## src/design/awsf_pkg.sv

```systemverilog
// ----------------------------------------------------------------------------
// awsf_pkg
// Shared types and constants for the ALU with status flags: opcodes,
// sequencer states and the control bundle driven into the shared unit.
// ----------------------------------------------------------------------------
`default_nettype none

package awsf_pkg;

  // width of the operand and result ports
  localparam int unsigned WORD_W = 32;

  typedef enum logic [3:0] {
    OP_ADD = 4'd0,
    OP_ADC = 4'd1,
    OP_SUB = 4'd2,
    OP_SBC = 4'd3,
    OP_MUL = 4'd4,
    OP_DIV = 4'd5,
    OP_AND = 4'd6,
    OP_ORR = 4'd7,
    OP_EOR = 4'd8,
    OP_MVN = 4'd9,
    OP_BIC = 4'd10,
    OP_ASR = 4'd11,
    OP_LSL = 4'd12,
    OP_LSR = 4'd13,
    OP_ROR = 4'd14,
    OP_RRX = 4'd15
  } opcode_e;

  typedef enum logic [1:0] {
    ST_IDLE,
    ST_RUN,
    ST_DONE
  } state_e;

  typedef struct packed {
    logic    start;
    logic    step;
    opcode_e op;
    logic    cin;
  } unit_ctrl_t;

endpackage

`default_nettype wire

```

## src/design/awsf_unit.sv

```systemverilog
// ----------------------------------------------------------------------------
// awsf_unit
// Shared adder with its iteration registers. Adds and subtracts in one
// pass, multiplies by shift-and-add and divides by restoring division,
// one bit per step.
// ----------------------------------------------------------------------------
`default_nettype none

module awsf_unit #(
  parameter int unsigned DATA_WIDTH = 32
) (
  input  wire                    clk_i,
  input  wire                    rst_ni,
  input  wire awsf_pkg::unit_ctrl_t ctrl_i,
  input  wire [DATA_WIDTH-1:0]   a_i,
  input  wire [DATA_WIDTH-1:0]   b_i,
  output logic [DATA_WIDTH-1:0]  sum_o,
  output logic                   carry_o,
  output logic [DATA_WIDTH-1:0]  prod_o,
  output logic [DATA_WIDTH-1:0]  quo_o
);
  import awsf_pkg::*;

  localparam int unsigned W = DATA_WIDTH;

  logic [W-1:0] acc_q, acc_d;
  logic [W-1:0] sh_q, sh_d;
  logic [W-1:0] mc_q, mc_d;

  logic [W:0]   add_x;
  logic [W:0]   add_y;
  logic         add_cin;
  logic [W+1:0] add_sum;

  // operand select for the one adder
  always_comb begin
    add_x   = {1'b0, a_i};
    add_y   = {1'b0, b_i};
    add_cin = 1'b0;
    if (ctrl_i.step && (ctrl_i.op == OP_MUL)) begin
      add_x = {1'b0, acc_q};
      add_y = {1'b0, mc_q};
    end else if (ctrl_i.step) begin
      // trial subtract of the divisor from the shifted remainder
      add_x   = {acc_q, sh_q[W-1]};
      add_y   = ~{1'b0, b_i};
      add_cin = 1'b1;
    end else begin
      case (ctrl_i.op)
        OP_ADD: begin
          add_cin = 1'b0;
        end
        OP_ADC: begin
          add_cin = ctrl_i.cin;
        end
        OP_SUB: begin
          add_y   = ~{1'b0, b_i};
          add_cin = 1'b1;
        end
        OP_SBC: begin
          add_y   = ~{1'b0, b_i};
          add_cin = ctrl_i.cin;
        end
        default: begin
          add_cin = 1'b0;
        end
      endcase
    end
  end

  assign add_sum = {1'b0, add_x} + {1'b0, add_y} + {{(W+1){1'b0}}, add_cin};

  assign sum_o   = add_sum[W-1:0];
  // true carry for add, not-borrow for subtract
  assign carry_o = ((ctrl_i.op == OP_ADD) || (ctrl_i.op == OP_ADC)) ? add_sum[W] : add_sum[W+1];
  assign prod_o  = acc_q;
  assign quo_o   = sh_q;

  always_comb begin
    acc_d = acc_q;
    sh_d  = sh_q;
    mc_d  = mc_q;
    if (ctrl_i.start) begin
      acc_d = '0;
      sh_d  = (ctrl_i.op == OP_MUL) ? b_i : a_i;
      mc_d  = a_i;
    end else if (ctrl_i.step && (ctrl_i.op == OP_MUL)) begin
      if (sh_q[0]) begin
        acc_d = add_sum[W-1:0];
      end
      mc_d = {mc_q[W-2:0], 1'b0};
      sh_d = {1'b0, sh_q[W-1:1]};
    end else if (ctrl_i.step) begin
      acc_d = add_sum[W+1] ? add_sum[W-1:0] : {acc_q[W-2:0], sh_q[W-1]};
      sh_d  = {sh_q[W-2:0], add_sum[W+1]};
    end
  end

  always_ff @(posedge clk_i or negedge rst_ni) begin
    if (!rst_ni) begin
      acc_q <= '0;
      sh_q  <= '0;
      mc_q  <= '0;
    end else begin
      acc_q <= acc_d;
      sh_q  <= sh_d;
      mc_q  <= mc_d;
    end
  end

endmodule

`default_nettype wire

```

## src/design/awsf_shift.sv

```systemverilog
// ----------------------------------------------------------------------------
// awsf_shift
// Logic operations, barrel shifts, rotate and rotate through carry.
// Shift amount is the low byte of operand b.
// ----------------------------------------------------------------------------
`default_nettype none

module awsf_shift #(
  parameter int unsigned DATA_WIDTH = 32
) (
  input  wire awsf_pkg::opcode_e op_i,
  input  wire [DATA_WIDTH-1:0]   a_i,
  input  wire [DATA_WIDTH-1:0]   b_i,
  input  wire                    cin_i,
  output logic [DATA_WIDTH-1:0]  result_o
);
  import awsf_pkg::*;

  localparam int unsigned W    = DATA_WIDTH;
  localparam int unsigned KW   = $clog2(DATA_WIDTH);
  localparam int unsigned NAMT = 256;

  logic [7:0]     amt;
  logic [KW-1:0]  rot_tab [NAMT];
  logic [KW-1:0]  rot_k;
  logic [2*W-1:0] rot_w;

  assign amt = b_i[7:0];

  // rotate amount modulo the word width, fixed at elaboration
  for (genvar gi = 0; gi < NAMT; gi++) begin : g_rot
    assign rot_tab[gi] = KW'(gi % DATA_WIDTH);
  end

  assign rot_k = rot_tab[amt];
  assign rot_w = {a_i, a_i} >> rot_k;

  always_comb begin
    case (op_i)
      OP_AND:  result_o = a_i & b_i;
      OP_ORR:  result_o = a_i | b_i;
      OP_EOR:  result_o = a_i ^ b_i;
      OP_MVN:  result_o = ~a_i;
      OP_BIC:  result_o = a_i & ~b_i;
      OP_ASR:  result_o = W'($signed(a_i) >>> amt);
      OP_LSL:  result_o = a_i << amt;
      OP_LSR:  result_o = a_i >> amt;
      OP_ROR:  result_o = rot_w[W-1:0];
      OP_RRX:  result_o = {cin_i, a_i[W-1:1]};
      default: result_o = '0;
    endcase
  end

endmodule

`default_nettype wire

```

## src/design/alu_with_status_flags_core.sv

```systemverilog
// ----------------------------------------------------------------------------
// alu_with_status_flags_core
// ALU with N, Z and C flags. Multiply and divide iterate on a shared adder,
// everything else finishes in one pass.
//
//   channel  direction  signals
//   in       sink       in_valid_i, in_stall_o, opcode_i, operand_a_i,
//                       operand_b_i, update_flags_i
//   out      source     out_valid_o, out_stall_i, result_word_o,
//                       negative_out_o, zero_out_o, carry_out_o
//
// mul and div go through the accept in ST_IDLE, one adder step per product or quotient
// bit in ST_RUN and the finish into the result register in ST_DONE, then back to
// ST_IDLE for the next accept. Other ops go from the accept straight to the finish.
// One item is in flight; a new item is taken while a result still waits.
// The finish step holds while the output register is full and stalled.
// Reset clears the flags, the sequencer and the output valid.
// ----------------------------------------------------------------------------
`default_nettype none

module alu_with_status_flags_core #(
  parameter int unsigned DATA_WIDTH = 32
) (
  input  wire                         clk_i,
  input  wire                         rst_ni,
  input  wire                         in_valid_i,
  output logic                        in_stall_o,
  input  wire [3:0]                   opcode_i,
  input  wire [awsf_pkg::WORD_W-1:0]  operand_a_i,
  input  wire [awsf_pkg::WORD_W-1:0]  operand_b_i,
  input  wire                         update_flags_i,
  output logic                        out_valid_o,
  input  wire                         out_stall_i,
  output logic [awsf_pkg::WORD_W-1:0] result_word_o,
  output logic                        negative_out_o,
  output logic                        zero_out_o,
  output logic                        carry_out_o
);
  import awsf_pkg::*;

  localparam int unsigned W    = DATA_WIDTH;
  localparam int unsigned CNTW = $clog2(DATA_WIDTH);

  state_e         state_q, state_d;
  logic [CNTW-1:0] cnt_q, cnt_d;

  opcode_e        op_q;
  logic [W-1:0]   a_q, b_q;
  logic           upd_q;

  logic           n_q, z_q, c_q;
  logic           out_valid_q;
  logic [WORD_W-1:0] res_q;

  logic           in_xfer;
  logic           out_free;
  logic           do_start;
  logic           do_step;
  logic           do_finish;
  logic           iterative;

  unit_ctrl_t     ctrl;
  logic [W-1:0]   sum;
  logic           add_carry;
  logic [W-1:0]   prod;
  logic [W-1:0]   quo;
  logic [W-1:0]   sh_res;
  logic [W-1:0]   res;
  logic           new_c;

  assign in_xfer   = in_valid_i && !in_stall_o;
  assign out_free  = !out_valid_q || !out_stall_i;
  assign iterative = (opcode_e'(opcode_i) == OP_MUL) || (opcode_e'(opcode_i) == OP_DIV);

  // next state
  always_comb begin
    state_d = state_q;
    cnt_d   = cnt_q;
    case (state_q)
      ST_IDLE: begin
        cnt_d = '0;
        if (in_valid_i) begin
          state_d = iterative ? ST_RUN : ST_DONE;
        end
      end
      ST_RUN: begin
        cnt_d = cnt_q + CNTW'(1);
        if (cnt_q == CNTW'(DATA_WIDTH - 1)) begin
          state_d = ST_DONE;
        end
      end
      ST_DONE: begin
        if (out_free) begin
          state_d = ST_IDLE;
        end
      end
      default: begin
        state_d = ST_IDLE;
      end
    endcase
  end

  // sequencer outputs
  always_comb begin
    in_stall_o = 1'b1;
    do_step    = 1'b0;
    do_finish  = 1'b0;
    case (state_q)
      ST_IDLE: begin
        in_stall_o = 1'b0;
      end
      ST_RUN: begin
        do_step = 1'b1;
      end
      ST_DONE: begin
        do_finish = out_free;
      end
      default: begin
        in_stall_o = 1'b1;
      end
    endcase
  end

  assign do_start = in_xfer;

  always_ff @(posedge clk_i or negedge rst_ni) begin
    if (!rst_ni) begin
      state_q <= ST_IDLE;
      cnt_q   <= '0;
    end else begin
      state_q <= state_d;
      cnt_q   <= cnt_d;
    end
  end

  // operand capture
  always_ff @(posedge clk_i) begin
    if (in_xfer) begin
      op_q  <= opcode_e'(opcode_i);
      a_q   <= W'(operand_a_i);
      b_q   <= W'(operand_b_i);
      upd_q <= update_flags_i;
    end
  end

  always_comb begin
    ctrl.start = do_start;
    ctrl.step  = do_step;
    ctrl.op    = do_start ? opcode_e'(opcode_i) : op_q;
    ctrl.cin   = c_q;
  end

  awsf_unit #(
    .DATA_WIDTH(DATA_WIDTH)
  ) u_unit (
    .clk_i  (clk_i),
    .rst_ni (rst_ni),
    .ctrl_i (ctrl),
    .a_i    (do_start ? W'(operand_a_i) : a_q),
    .b_i    (do_start ? W'(operand_b_i) : b_q),
    .sum_o  (sum),
    .carry_o(add_carry),
    .prod_o (prod),
    .quo_o  (quo)
  );

  awsf_shift #(
    .DATA_WIDTH(DATA_WIDTH)
  ) u_shift (
    .op_i    (op_q),
    .a_i     (a_q),
    .b_i     (b_q),
    .cin_i   (c_q),
    .result_o(sh_res)
  );

  always_comb begin
    new_c = c_q;
    case (op_q)
      OP_ADD: begin
        res   = sum;
        new_c = add_carry;
      end
      OP_ADC: res = sum;
      OP_SUB: begin
        res   = sum;
        new_c = add_carry;
      end
      OP_SBC: res = sum;
      OP_MUL: res = prod;
      // divide by zero gives zero
      OP_DIV: res = (b_q == '0) ? '0 : quo;
      OP_RRX: begin
        res   = sh_res;
        new_c = a_q[0];
      end
      default: res = sh_res;
    endcase
  end

  always_ff @(posedge clk_i or negedge rst_ni) begin
    if (!rst_ni) begin
      n_q         <= 1'b0;
      z_q         <= 1'b0;
      c_q         <= 1'b0;
      out_valid_q <= 1'b0;
    end else begin
      if (do_finish) begin
        out_valid_q <= 1'b1;
        if (upd_q) begin
          n_q <= res[W-1];
          z_q <= (res == '0);
          c_q <= new_c;
        end
      end else if (!out_stall_i) begin
        out_valid_q <= 1'b0;
      end
    end
  end

  always_ff @(posedge clk_i) begin
    if (do_finish) begin
      res_q <= WORD_W'(res);
    end
  end

  assign out_valid_o    = out_valid_q;
  assign result_word_o  = res_q;
  assign negative_out_o = n_q;
  assign zero_out_o     = z_q;
  assign carry_out_o    = c_q;

endmodule

`default_nettype wire

```

## config.mk

```make
export PLATFORM = sky130hd
export DESIGN_NAME = alu_with_status_flags_core
export DESIGN_NICKNAME = d
export VERILOG_FILES = /design/src/design/awsf_pkg.sv /design/src/design/awsf_unit.sv /design/src/design/awsf_shift.sv /design/src/design/alu_with_status_flags_core.sv
export SDC_FILE = /design/constraint.sdc
export NUM_CORES = 1
export LEC_CHECK = 0
export ABC_AREA = 1
export BUFFER_PORTS_ARGS = -buffer_cell sky130_fd_sc_hd__clkbuf_2
export CORE_MARGIN = 2
export CORE_UTILIZATION = 40
export CTS_CLUSTER_DIAMETER = 40
export DETAILED_ROUTE_END_ITERATION = 7
export GPL_TIMING_DRIVEN = 0
export PLACE_DENSITY = 0.61
export SYNTH_ARGS = -nofsm -noshare
export SYNTH_HDL_FRONTEND = slang
export SYNTH_HIERARCHICAL = 1
export SYNTH_SLANG_ARGS = --single-unit
```

## constraint.sdc

```tcl
create_clock -name clk_i -period 6.6 [get_ports clk_i]
set_input_delay 0.66 -clock clk_i [delete_from_list [all_inputs] [get_ports clk_i]]
set_output_delay 0.66 -clock clk_i [all_outputs]
set_load 0.02 [all_outputs]
```

-- Word-level counts from Yosys, hierarchy flattened
Memories as Yosys holds them, arrays and structs flattened.
Cells that the tools add are included.
- add/sub/neg operators: 3
- magnitude comparators: 1
- eq/ne operators: 29
- shift-type cells: 4
- mux-type cells: 40
- bitwise operators: 8
- reductions and logical operators: 24
- operators by type and width (operator ; count):
    32-bit 2-to-1 mux ; 14
    32-bit case mux with 10 select lines ; 1
    33-bit 2-to-1 mux ; 5
    32-bit case mux with 3 select lines ; 1
    32-bit bitwise AND ; 2
    32-bit zero test ; 2
    32-bit NOT ; 2
    64-bit by 5-bit >> shifter with 32-bit output ; 1
    33-bit by 33-bit adder with 34-bit output ; 1
    34-bit by 1-bit adder with 34-bit output ; 1
    32-bit NOT with 33-bit output ; 1
    4-bit == test (second input constant) ; 8
    32-bit bitwise OR ; 1
    32-bit by 8-bit left shift with 32-bit output ; 1
    32-bit by 8-bit >> shifter with 32-bit output ; 1
    32-bit by 8-bit >>> shifter with 32-bit output ; 1
    32-bit XOR ; 1
    4-bit by 3-bit == test with 1-bit output (second input constant) ; 7
    4-bit by 2-bit == test with 1-bit output (second input constant) ; 4
    5-bit 2-to-1 mux ; 2
    5-bit case mux with 2 select lines ; 1
    9-bit greater-or-equal comparator (second input constant) ; 1
    8-bit NOT with 9-bit output ; 1
    4-bit by 1-bit == test with 1-bit output (second input constant) ; 2
    23 further kinds ; 47
- register bits: 208
- memory bits (read-only): 1280
- input bits: 73
- output and inout bits: 37
- word-level logic and storage cells: 124
- memories kept: 1
- memories (memory ; words ; bits a word ; rd ports ; clocked after Yosys merged registers in ; wr ports ; line ; source):
    (no name shown) ; 256 ; 5 ; 1 ; 0 ; 0 ; awsf_shift.sv:35 ; assign rot_k = rot_tab[amt];

-- Longest topological paths before layout
Gate-level depths: netlist (run 1).
- depth after elaboration: 14
- depth in mapped cells: 41
- mapped depth without buffers: 37

-- By module
The synthesis (run 1) kept the hierarchy.
- by module, submodules not included (module ; times used ; cells each ; area each (sq um) ; seq. area each (sq um)):
    awsf_unit ; 1 ; 1448 ; 8982.4 ; 2402.3
    awsf_shift ; 1 ; 1789 ; 8378.0 ; 0.0
    alu_with_status_flags_core ; 1 ; 792 ; 5522.8 ; 2627.5

-- Worst setup path before layout (run 1)
OpenSTA, ideal clock, no wires.
- path kind: register to register
- from: register state_q[1]
- to: register z_q (netlist: zero_out_o)
- library setup time: 65 ps
- arrival: 4568 ps
- data required time: 6535 ps
- path slack: 1967 ps
- stages on the path, launching flop included: 40
- path buffers: 4
- clock period less this slack: 4633 ps
- cells stage by stage: dfrtp_1 -> buf_2 -> nor2_1 -> inv_1 -> nor2_2 -> inv_1 -> buf_2 -> buf_2 -> nand2_1 -> nand2_1 -> nor2_2 -> nand3_4 -> nand2_1 -> clkbuf_1 -> o221ai_1 -> inv_1 -> fa_1 -> inv_1 -> [4 not listed] -> nand2_1 -> nand2_1 -> nand3_1 -> nand3_1 -> nand2_1 -> nand2_1 -> inv_1 -> nand2_1 -> nand3_1 -> inv_1 -> nand2_1 -> nand2_1 -> nand2_1 -> nor2_1 -> nand2_1 -> nor2_1 -> nand3_1 -> nand2_1
- RTL lines (element ; line ; source):
    start, declared ; alu_with_status_flags_core.sv:44 ; state_e state_q, state_d;
    start signal, assigned ; alu_with_status_flags_core.sv:131 ; state_q <= state_d;
    end signal, assigned ; alu_with_status_flags_core.sv:212 ; z_q <= (res == '0);
    end, declared ; alu_with_status_flags_core.sv:51 ; logic n_q, z_q, c_q;

==> results of run 1 <==
[per-layer routing]
metal | vias to the layer above | track usage, % | part of all wire (%)
li1 | 13500 | - | -
met1 | 13600 | 51.5 | 36
met2 | 2015 | 66.6 | 42
met3 | 566 | 10.4 | 11
met4 | 2 | 40.8 | 11
met5 | - | 0 | 0.0075
[area by class of cell]
class | count | area (um2)
inverter | 459 | 1730
clock inverter | 22 | 279
clock buffer | 36 | 826
antenna | 1 | 2.50
buffer | 245 | 1200
tap | 756 | 946
fill | 6279 | 30900
sequential | 208 | 5030
timing repair buffer | 118 | 656
multi-input combinational | 3117 | 15000
[timing repair]
| action | 4_1_cts | 5_1_grt |
|---|---|---|
| pin swaps | 0 | 2 |
| hold buffers | 1 | 0 |
| resized for setup | 3 | 18 |
| setup endpoints to repair | 19 | 8 |
| setup buffers | 0 | 4 |
| hold endpoints to repair | 28 | 0 |
[kinds of logic after synthesis]
| group | after synthesis |
|---|---|
| flops | 208 |
| simple gates | 2457 |
| fa+ha+maj | 68 |
| mux | 1 |
| compound gates | 574 |
| buf+inv | 704 |
| xor+xnor | 17 |
[critical path: cells and delay by family (launching register included)]
kind / cells / cell delay, ns
buffers and inverters: 9 / 1.47
adder cells (fa/ha/maj): 2 / 0.86
AO/OA/AOI/OAI: 2 / 0.41
flip-flops: 1 / 0.36
AND/OR/NAND/NOR: 25 / 3.10
[worst min-delay path by stage]
stage,startpoint,slack [ns],depth (start not counted),end
2_1_floorplan,rst_ni,0.36,0,carry_out_o$_DFFE_PN0P_
3_5_place_dp,u_unit/mc_q[31]$_DFFE_PN0P_,0.49,2,u_unit/mc_q[31]$_DFFE_PN0P_
6_report,update_flags_i,0.26,1,upd_q$_DFFE_PP_
4_1_cts,update_flags_i,0.25,1,upd_q$_DFFE_PP_
5_1_grt,update_flags_i,0.26,1,upd_q$_DFFE_PP_
3_3_place_gp,u_unit/mc_q[31]$_DFFE_PN0P_,0.49,2,u_unit/mc_q[31]$_DFFE_PN0P_
[registers in the layout, summed over array words and instances, names as in the netlist, 2 cells and up]
signal	count
u_unit/quo_o	32
op_q	4
b_q	32
result_word_o	32
cnt_q	5
u_unit/prod_o	32
state_q	2
a_q	32
u_unit/mc_q	32
[cells in the final DEF (no fill, tap or decap), types with 10 or more instances in the layout]
master / Yosys / final
o21ai_0: 161 / 161
nand4_1: 53 / 53
o22ai_1: 41 / 41
nor2_1: 192 / 192
edfxtp_1: 33 / 33
buf_6: 10 / 13
a211oi_1: 16 / 16
nand3_1: 640 / 640
dfxtp_1: 68 / 68
clkbuf_1: 71 / 69
a21oi_1: 173 / 170
buf_2: 108 / 107
o2111ai_1: 10 / 10
o21ai_1: 12 / 12
a31oi_1: 31 / 31
xor2_1: 12 / 12
nor3_1: 16 / 15
o211ai_1: 26 / 26
buf_1: 41 / 39
nand2_1: 1478 / 1477
or2_2: 13 / 13
or2_1: 18 / 18
clkbuf_16: 0 / 32
buf_4: 14 / 19
o221ai_1: 47 / 47
dfrtp_1: 107 / 107
ha_1: 66 / 66
inv_1: 436 / 436
clkbuf_2: 1 / 114
o21bai_1: 20 / 20
o21a_1: 19 / 19
inv_2: 13 / 13
[metrics by stage]
| step | instance area [um2] | hold WS [ns] |
|---|---|---|
| 3_5_place_dp | 24400 | 0.493 |
| 6_report | 25600 | 0.260 |
| 4_1_cts | 25600 | 0.249 |
| 2_1_floorplan | 22900 | 0.364 |
| 5_1_grt | 25600 | 0.258 |
| 3_3_place_gp | 24400 | 0.487 |
==> metrics, run 1 <==
largest area contributor in the netlist nand2_1; r2r startpoint state_q[1]$_DFFE_PN0P_; Mapped Cells 4,029; CP max FO 13; layout cells sized above 1 9.06%; clock sink count 208; post-synthesis compound-gate area fraction 15.1%; final instance count without filler cells 4,962; Setup violations, final 0; most instantiated cells after synthesis nand2_1, nand3_1, inv_1; Slew HR -2.08%; period utilisation layout 95.7%; main combinational cell family by area after synthesis simple AND/OR/NAND/NOR gates; largest net degree at the start of global routing 80; top post-synthesis cells by area nand2_1, nand3_1, dfrtp_1, inv_1, dfxtp_1; count leader, synth nand2_1; R2R Setup Slk 0.28 ns; Max-cap violations 1; Netlist cell types 57; Fmax 158 MHz; gr usage total 44.1%; average wire per standard cell 27.0 um; DR vias 29,700; Clock transition at path regs 0.06 ns; htree depth 1; Slew Viols, Final 2; number of global-route vias before repair 27,100; Row Count 87; reg-to-reg endpoint zero_out_o$_DFFE_PN0P_; die area 59,100 um2; CP most frequent cell nand2_1; total routed wirelength 134,000 um; startpoint types register; Fin Clk Skew 0.0207 ns; status complete, but fails checks; Area Growth Syn to Fin 12.0%; vias per std cell 5.99; IO buf count 109; # DRC 0; multiplexer share of the synthesized area 0.0437%; setup TNS 0 ns; failing checks max-capacitance violations, max-slew violations; register area share after synthesis 22.0%; CP Capture Type register; I/O Pins 110; final core occ 45.4%; Hold WC Path Type input port to register; Mean Syn Cell Area 5.68 um2; crit path launch state_q[1]$_DFFE_PN0P_; CTS tree done; Hold Vio Cnt, Final 0; minimum clock period 6.32 ns; Synth Register Bits 208; Worst-Skew Late Latency 0.60 ns; Post-Syn Area 22,900 um2; Worst Path Arrival 6.84 ns; Initial Util 40.5%; CTS Buffer Depth 3; post-synthesis simple-gate area fraction 45.7%; Post-synth EDFFs 33; Primary FF master, synth dfrtp_1; initial antenna violation count 2; Worst path max stage delay 0.47 ns; Setup CP Type register to register; core box area 56,500 um2; crit path capture zero_out_o$_DFFE_PN0P_; die width 243 um; ys async rst share 51.4%; Yosys top cell area share 24.2%; DR iter-0 viols 4,447; Reg2Reg Depth 38; Post-layout nets 4,321; dpl cells 4,898; area share of fa/ha/maj cells after synthesis 3.78%; yosys warns 6; grt ovf 0; die height 243 um; pre-CTS setup slack -0.639 ns; GPL Wtd Cong 1.14; Req. time, crit path 7.12 ns; CTS root buf clkbuf_16; XOR/XNOR Fraction of Synth Area 0.651%; CP max stage cell fa_1; DRT antenna net count 0; Slew @ Worst Pin 1.52 ns; CTS Buf Count 31; TritonRoute pass-1 iters 7; hpwl dp 108,000 um; first-pass GRT wire length 190,000 um; final setup margin 0.282 ns; synthesized net count 4,170
Power of run 1 is not shown: default switching activity piles up to over one toggle a cycle in this logic, so the estimate is an artifact.
==> inputs of run 2 (changes only) <==
clock period = 7.25 ns   (was 6.6 ns; I/O delays follow)
==> run 2 against run 1 <==
The flow still finishes with violations (max-capacitance violations, max-slew violations). Clock-buffer cell count unchanged. Final cell count down 0.10%. Clock skew up 0.0021 ns. Non-clock buffer count down 5. Worst hold slack worse by 0.24 ns. Largest cell class unchanged.
==> metrics, run 2 (synthesized netlist as in run 1, its figures left out) <==
Slew HR -3.89%; minimum clock period 7.01 ns; RSZ-0062 raised after global routing false; gr usage total 44.1%; clock sink count 208; largest net degree at the start of global routing 80; Hold WS 0.0224 ns; grt ovf 0; hpwl dp 108,000 um; Area Growth Syn to Fin 11.7%; Setup violations, final 0; I/O Pins 110; status complete, but fails checks; Row Count 87; vias per std cell 5.95; startpoint types register; Worst-Skew Late Latency 0.60 ns; r2r startpoint state_q[1]$_DFFE_PN0P_; Slew Viols, Final 2; die width 243 um; IO buf count 109; initial antenna violation count 2; commonest non-fill, non-tap cells in the layout nand2_1, nand3_1, inv_1, nor2_1, a21oi_1; DR iter-0 viols 4,439; TritonRoute pass-1 iters 7; CTS Hold Bufs 0; Initial Util 40.5%; period utilisation layout 96.7%; Post-layout nets 4,316; # DRC 0; CTS root buf clkbuf_16; Reg2Reg Depth 38; failing checks max-capacitance violations, max-slew violations; CP Capture Type register; average wire per standard cell 27.0 um; CTS Buffer Depth 3; GPL Wtd Cong 1.14; DR vias 29,500; die area 59,100 um2; Fin Clk Skew 0.0228 ns; Hold Vio Cnt, Final 0; total routed wirelength 134,000 um; core box area 56,500 um2; Worst path max stage delay 0.59 ns; CP max stage cell clkbuf_2; die height 243 um; Clock transition at path regs 0.06 ns; Max-cap violations 1; number of global-route vias before repair 27,000; CP max FO 13; commonest non-fill, non-tap cell in the layout nand2_1; Req. time, crit path 7.77 ns; first-pass GRT wire length 190,000 um; Worst Path Arrival 7.53 ns; Fmax 143 MHz; layout cells sized above 1 8.74%; Slew @ Worst Pin 1.55 ns; CP most frequent cell nand2_1; CTS Buf Count 31; CTS tree done; Hold WC Path Type input port to asynchronous set/reset pin; crit path launch state_q[1]$_DFFE_PN0P_; Setup CP Type register to register; htree depth 1; FILL cells 6,293; DRT antenna net count 0
[run 2: path summary, 6_finish.rpt]
path	end	slack (ns)
max reg2reg	zero_out_o$_DFFE_PN0P_	0.24
min in group clk_i	upd_q$_DFFE_PP_	0.33
min	u_unit/mc_q[27]$_DFFE_PN0P_	0.02
min reg2reg	negative_out_o$_DFFE_PN0P_	0.51
max in group asynchronous	u_unit/prod_o[7]$_DFFE_PN0P_	6.46
max	zero_out_o$_DFFE_PN0P_	0.24
[run 2: timing repair]
action	CTS	global route
gates resized for setup	1	0
buffers inserted	0	0
setup endpoints to repair	1	0
[run 2: final cells by class]
class	count	area (um2)	area share, %
sequential	208	5030	19.7
clock inverter	22	279	1.09
tap	756	946	3.70
timing repair buffer	113	616	2.41
antenna	1	2.50	0.00979
buffer	245	1180	4.64
inverter	459	1730	6.76
clock buffer	36	826	3.23
multi-input combinational	3117	14900	58.5
[run 2: worst max-delay path: cells and delay by family, from the launching register on]
kind	cells	cell delay, ns
compound gates	2	0.49
fa+ha+maj	2	0.86
buf+inv	9	1.92
flops	1	0.36
simple gates	25	3.26
[run 2: per-layer routing]
| layer | vias up | GRT usage, % | share of wire [%] |
|---|---|---|---|
| met4 | 2 | 40.7 | 11 |
| met1 | 13400 | 51.5 | 36 |
| met5 | - | 0 | 0.0075 |
| li1 | 13500 | - | - |
| met3 | 558 | 10.5 | 10 |
| met2 | 2010 | 66.6 | 42 |
[run 2: metrics by stage]
| step | util, % | instances | setup slack (ns) | instance area [um2] | setup TNS [ns] |
|---|---|---|---|---|---|
| after floorplan | - | 4029 | 2.62 | 22900 | 0 |
| after global placement | 43.1 | 4894 | -0.0563 | 24400 | -0.0563 |
| after detailed placement | 43.3 | 4898 | -0.0542 | 24400 | -0.0542 |
| after CTS | 45.2 | 4956 | 0.504 | 25600 | 0 |
| after global routing | 45.2 | 4956 | 0.0228 | 25600 | 0 |
| final | 45.2 | 4957 | 0.237 | 25600 | 0 |
Power of run 2 is left out for the same reason.
